<file path="src/huffman_bit_packer_assert.svh">
// Assertion macros for the bit packer; clocked on clk, disabled in rst.
`ifndef HUFFMAN_BIT_PACKER_ASSERT_SVH
`define HUFFMAN_BIT_PACKER_ASSERT_SVH

// same-cycle implication
`define HBP_ASSERT_IMPL(label, ante, cons, msg) \
  label: assert property (@(posedge clk) disable iff (rst) (ante) |-> (cons)) \
    else $error(msg);

// next-cycle implication
`define HBP_ASSERT_NEXT(label, ante, cons, msg) \
  label: assert property (@(posedge clk) disable iff (rst) (ante) |=> (cons)) \
    else $error(msg);

`endif

</file>
<file path="src/hbp_ram.sv">
module hbp_ram #(
  parameter int WIDTH = 8,
  parameter int DEPTH = 256
) (
  input  logic                                        clk,
  input  logic                                        wr_en,
  input  logic [((DEPTH > 1) ? $clog2(DEPTH) : 1)-1:0] wr_addr,
  input  logic [WIDTH-1:0]                            wr_data,
  input  logic                                        rd_en,
  input  logic [((DEPTH > 1) ? $clog2(DEPTH) : 1)-1:0] rd_addr,
  output logic [WIDTH-1:0]                            rd_data
);

  logic [WIDTH-1:0] mem [DEPTH];

  always_ff @(posedge clk) begin
    if (wr_en) begin
      mem[wr_addr] <= wr_data;
    end
    if (rd_en) begin
      rd_data <= mem[rd_addr];
    end
  end

endmodule

</file>
<file path="config.mk">
export PLATFORM = sky130hd
export DESIGN_NAME = hbp_ram
export DESIGN_NICKNAME = d
export VERILOG_FILES = /design/src/huffman_bit_packer_assert.svh /design/src/hbp_ram.sv
export SDC_FILE = /design/constraint.sdc
export NUM_CORES = 2
export LEC_CHECK = 0
export BUFFER_PORTS_ARGS = -buffer_cell sky130_fd_sc_hd__clkbuf_2
export CAP_MARGIN = 10
export CORE_MARGIN = 4
export CORE_UTILIZATION = 45
export CTS_CLUSTER_DIAMETER = 80
export CTS_CLUSTER_SIZE = 25
export DETAILED_ROUTE_END_ITERATION = 10
export GPL_ROUTABILITY_DRIVEN = 0
export PLACE_DENSITY = 0.67
export SETUP_SLACK_MARGIN = 0.1
export SLEW_MARGIN = 30
export SYNTH_ARGS = -nofsm -noshare
export SYNTH_HDL_FRONTEND = slang
export SYNTH_SLANG_ARGS = --single-unit
</file>
<file path="constraint.sdc">
create_clock -name clk -period 6.8 [get_ports clk]
set_clock_uncertainty 0.15 [all_clocks]
set_input_delay 2.04 -clock clk [delete_from_list [all_inputs] [get_ports clk]]
set_output_delay 2.04 -clock clk [all_outputs]
set_load 0.02 [all_outputs]
</file>
# [Yosys cells after proc, flatten, opt, wreduce, memory -nomap -nowiden]
# Memories as Yosys holds them, arrays and structs flattened. A register that Yosys moved wholly into a read port is not among the register bits.
# Cells that the tools add are included.
[classes] n_addsub=0 multipliers=0 div_mod_pow=0 order_cmp=0 n_eq_ne=0 n_shift=0 mux=2 bitwise_logic=0 reduce_logical=0
[op_table] operator="1-bit two-way mux" n=2
[word_totals] reg_bits=0 latchBits=0 ram_bits=2048 mem_bits_ro=0 out_inout_bits=8 wordCells=3 mem_count=1
[memory_table] memory="mem" words=256 word_bits=8 rd=1 rd_clocked_by_memory_dff=1 write_ports=1 line="hbp_ram.sv:14" rtl="logic [WIDTH-1:0] mem [DEPTH];"

# [Logic depth before layout (Yosys ltp)]
[depth] word_depth=2 ltp_mapped=11 ltp_nobuf=6

# [Worst setup path after synthesis]
# Ideal clock, no wire load.
[synth_timing] path_kind="input port to flip-flop" start="in rd_addr[0] (netlist bit)" end="reg rd_data[2] (read register of mem) (data pin)" arrival_ns=3.847 required_ns=6.381 slack_ns=2.534 stages=9 n_path_buf=4 path_cell_list="buf_6 > buf_12 > buf_8 > buf_2 > mux4_2 > a22oi_1 > a21oi_1 > nor4_1 > nor4_2"
[synth_lines] item="from (decl)" line="hbp_ram.sv:10" rtl="input logic [((DEPTH > 1) ? $clog2(DEPTH) : 1)-1:0] rd_addr,"
[synth_lines] item="to (decl)" line="hbp_ram.sv:11" rtl="output logic [WIDTH-1:0] rd_data"

==> run summary <==
DIE
-------------------------------------------------------------------------------
Total number of placement rows                                              154
Num ports                                                                    35
Core ar.                                                            176,000 um2
Die extent in x                                                          429 um
Starting utilization of the core area                                     45.2%
Die area                                                            184,000 um2
Floorplan die height                                                     429 um

GLOBAL ROUTING
-------------------------------------------------------------------------------
Overflow after GRT                                                            0
Global-route wire length before repair                               273,000 um
Via count of the first global-routing pass                               37,600
Overall fraction of global-route tracks in use                            20.3%
Pin count of the biggest net entering global routing                        150
Antenna violations before repair                                              9

POWER
-------------------------------------------------------------------------------
Reported leakage power                                                  25.6 nW
Total power                                                            0.0221 W
Maximum resistive drop on vdd                                        0.000193 V
Pwr Density                                                          257 nW/um2

DETAILED ROUTING
-------------------------------------------------------------------------------
Sum of routed wire length over all layers                            189,000 um
DRC violations left                                                           0
First-pass iteration count of the detailed router                             5
1st-iter DRT viols                                                        4,946
Routed len/inst                                                         30.8 um
Remaining antenna violation count                                             0
Detailed-route via count                                                 37,900
Vias per cell                                                              6.19

TIMING
-------------------------------------------------------------------------------
Number of failing hold endpoints at the final stage                           0
Post-layout minimum cycle time                                          4.98 ns
Worst path setup slack after routing                                    1.82 ns
Transition time of the tightest slew-check pin                          1.04 ns
Share of the clock period used by the worst path                          73.2%
Accumulated negative setup slack                                           0 ns
Worst-case headroom to the max-slew limit                                 30.6%
Maximum operating frequency                                             201 MHz
Setup repair after global routing missed its margin                       false
Total of endpoints with negative setup slack in the final report              0
Total count of max-transition violations in the final report                  0

CELLS AND AREA
-------------------------------------------------------------------------------
Fin cells                                                                 6,130
Area delta synth->final                                                   7.57%
Layout cells sized above 1                                                20.3%
Final layout net count                                                    3,770

LOGIC SYNTHESIS
-------------------------------------------------------------------------------
Number of instances in the synthesized netlist                            3,733
Count of flip-flops with a built-in enable after synthesis                2,056
Cell accounting for the most synthesized area                          edfxtp_1
Leading post-synthesis cells by instance count                     2,056 x edfxtp_1, 454 x mux4_2, 282 x nor2_1
Mean area per synthesized cell                                         21.3 um2
Number of flip-flops and latches in the synthesized netlist               2,056
Post-synth net total                                                      3,760
Post-synth top flop                                                    edfxtp_1
Portion of the post-synthesis area used by sequential elements            77.5%
Count of distinct cell types in the synthesized netlist                      54
Yosys warning total                                                           0
Most frequent cell after synthesis                                     edfxtp_1
Post-Syn Area                                                        79,600 um2
Share of the synthesized area in the top cell type                        77.5%
Post-synth ARST share                                                        0%
Leading cell types by total area after synthesis                   edfxtp_1 78%, mux4_2 13%, mux2i_1 1.7%

CLOCK TREE
-------------------------------------------------------------------------------
Number of gates given a new drive strength after cts                          0
Number of buffers created by CTS                                            100
# Post-CTS Setup Buffers                                                      0
Root Buffer Master                                                    clkbuf_16
CTS clk-pin slew, worst paths                                           0.10 ns
TritonCTS clock tree                                                       done
Insertion delay of the later-clocked pin in the worst-skew pair         0.76 ns
Num Clock Sinks                                                           2,056
Number of buffers on the longest clock path                                   3
H-tree levels                                                                 3
Total of hold buffers inserted after clock tree synthesis                     0

PLACE
-------------------------------------------------------------------------------
Final HPWL DP                                                        114,000 um
Pre-CTS worst setup slack                                              0.960 ns
Count of placed standard cells including taps                             5,979
Buffers added on ports                                                       34

RUN STATUS
-------------------------------------------------------------------------------
Outcome                                                            finished, final reports clean

WORST SETUP PATH
-------------------------------------------------------------------------------
Worst Path Class, Setup                                            primary input to register
Worst Setup Start Kind                                             primary input
Biggest fanout along the worst timing path                                   60
WP data required                                                        7.13 ns
Arrival time reported for the critical path endpoint                    5.30 ns
Critical path endpoint category                                        register

JOB
-------------------------------------------------------------------------------
Number of maximum-capacitance violations                                      0

MIN PATH
-------------------------------------------------------------------------------
Worst min path class                                               register to register

sequential cells by signal (all words and copies together) (netlist names):
register and count:
mem 2048, rd_data 8
cell families (layout without fill, tap and decap cells):
family / count (synthesis) / count (layout) / synth area share (%)
compound gates: 385 / 385 / 3.42
flops: 2056 / 2056 / 77.5
mux: 591 / 591 / 14.6
simple gates: 466 / 466 / 2.63
buf+inv: 235 / 288 / 1.83
other cells: 0 / 4 / 0
placed cells by master, fill, tap and decap left out, types with 34 or more instances in the layout:
cell type and count:
a21oi_1 95, a22oi_1 133, buf_4 82, clkbuf_16 102, edfxtp_1 2056, mux2i_1 134, mux4_2 454, nand3_1 34
nor2_1 269, o221ai_1 46
path summary, 6_finish.rpt:
path         startpoint  slack, ns         end  cells after the start
max          rd_addr[0]       1.82  rd_data[3]                      8
min          mem[32][5]       0.91  rd_data[5]                      6
max reg2reg  mem[80][1]       3.81  rd_data[1]                      5
min reg2reg  mem[32][5]       0.91  rd_data[5]                      6
report_power, final:
group | total (W) | switching (W) | internal [W]
sequential | 0.0140 | 0.0000154 | 0.0140
clock | 0.00684 | 0.00390 | 0.00294
combinational | 0.00125 | 0.000820 | 0.000427
area by class of cell:
class                           count  area, um2
Sequential cell                  2056      61700
Tap cell                         2340       2930
Multi-Input combinational cell   1442      16500
Timing Repair Buffer              141       1430
Antenna cell                        4       10.0
Fill cell                       14100      90400
Clock inverter                     41        458
Inverter                            2       7.51
Clock buffer                      104       2560
per-stage QoR:
step           util, %  instance area (um2)  hold slack (ns)
2_1_floorplan        -                79600            0.714
3_3_place_gp      46.9                82500            0.894
3_5_place_dp      46.9                82600            0.920
4_1_cts           48.6                85600            0.922
5_1_grt           48.6                85700            0.956
6_report          48.6                85700            0.913
metal layers:
metal	GRT usage (%)	vias to the layer above	routed length (um)
li1	-	15600	-
met3	3.54	252	16400
met5	0	-	41
met2	32.1	1840	91300
met1	29.2	20300	75800
met4	5.83	6	5300
critical path: stages:
cell      delay [ns]
buf_8           0.43
buf_12          0.46
mux4_2          0.57
a22o_1          0.25
a221oi_1        0.50
o32ai_1         0.18
nor3_1          0.60
nor4_1          0.12
Note: power is estimated with default switching activity, not from simulation.
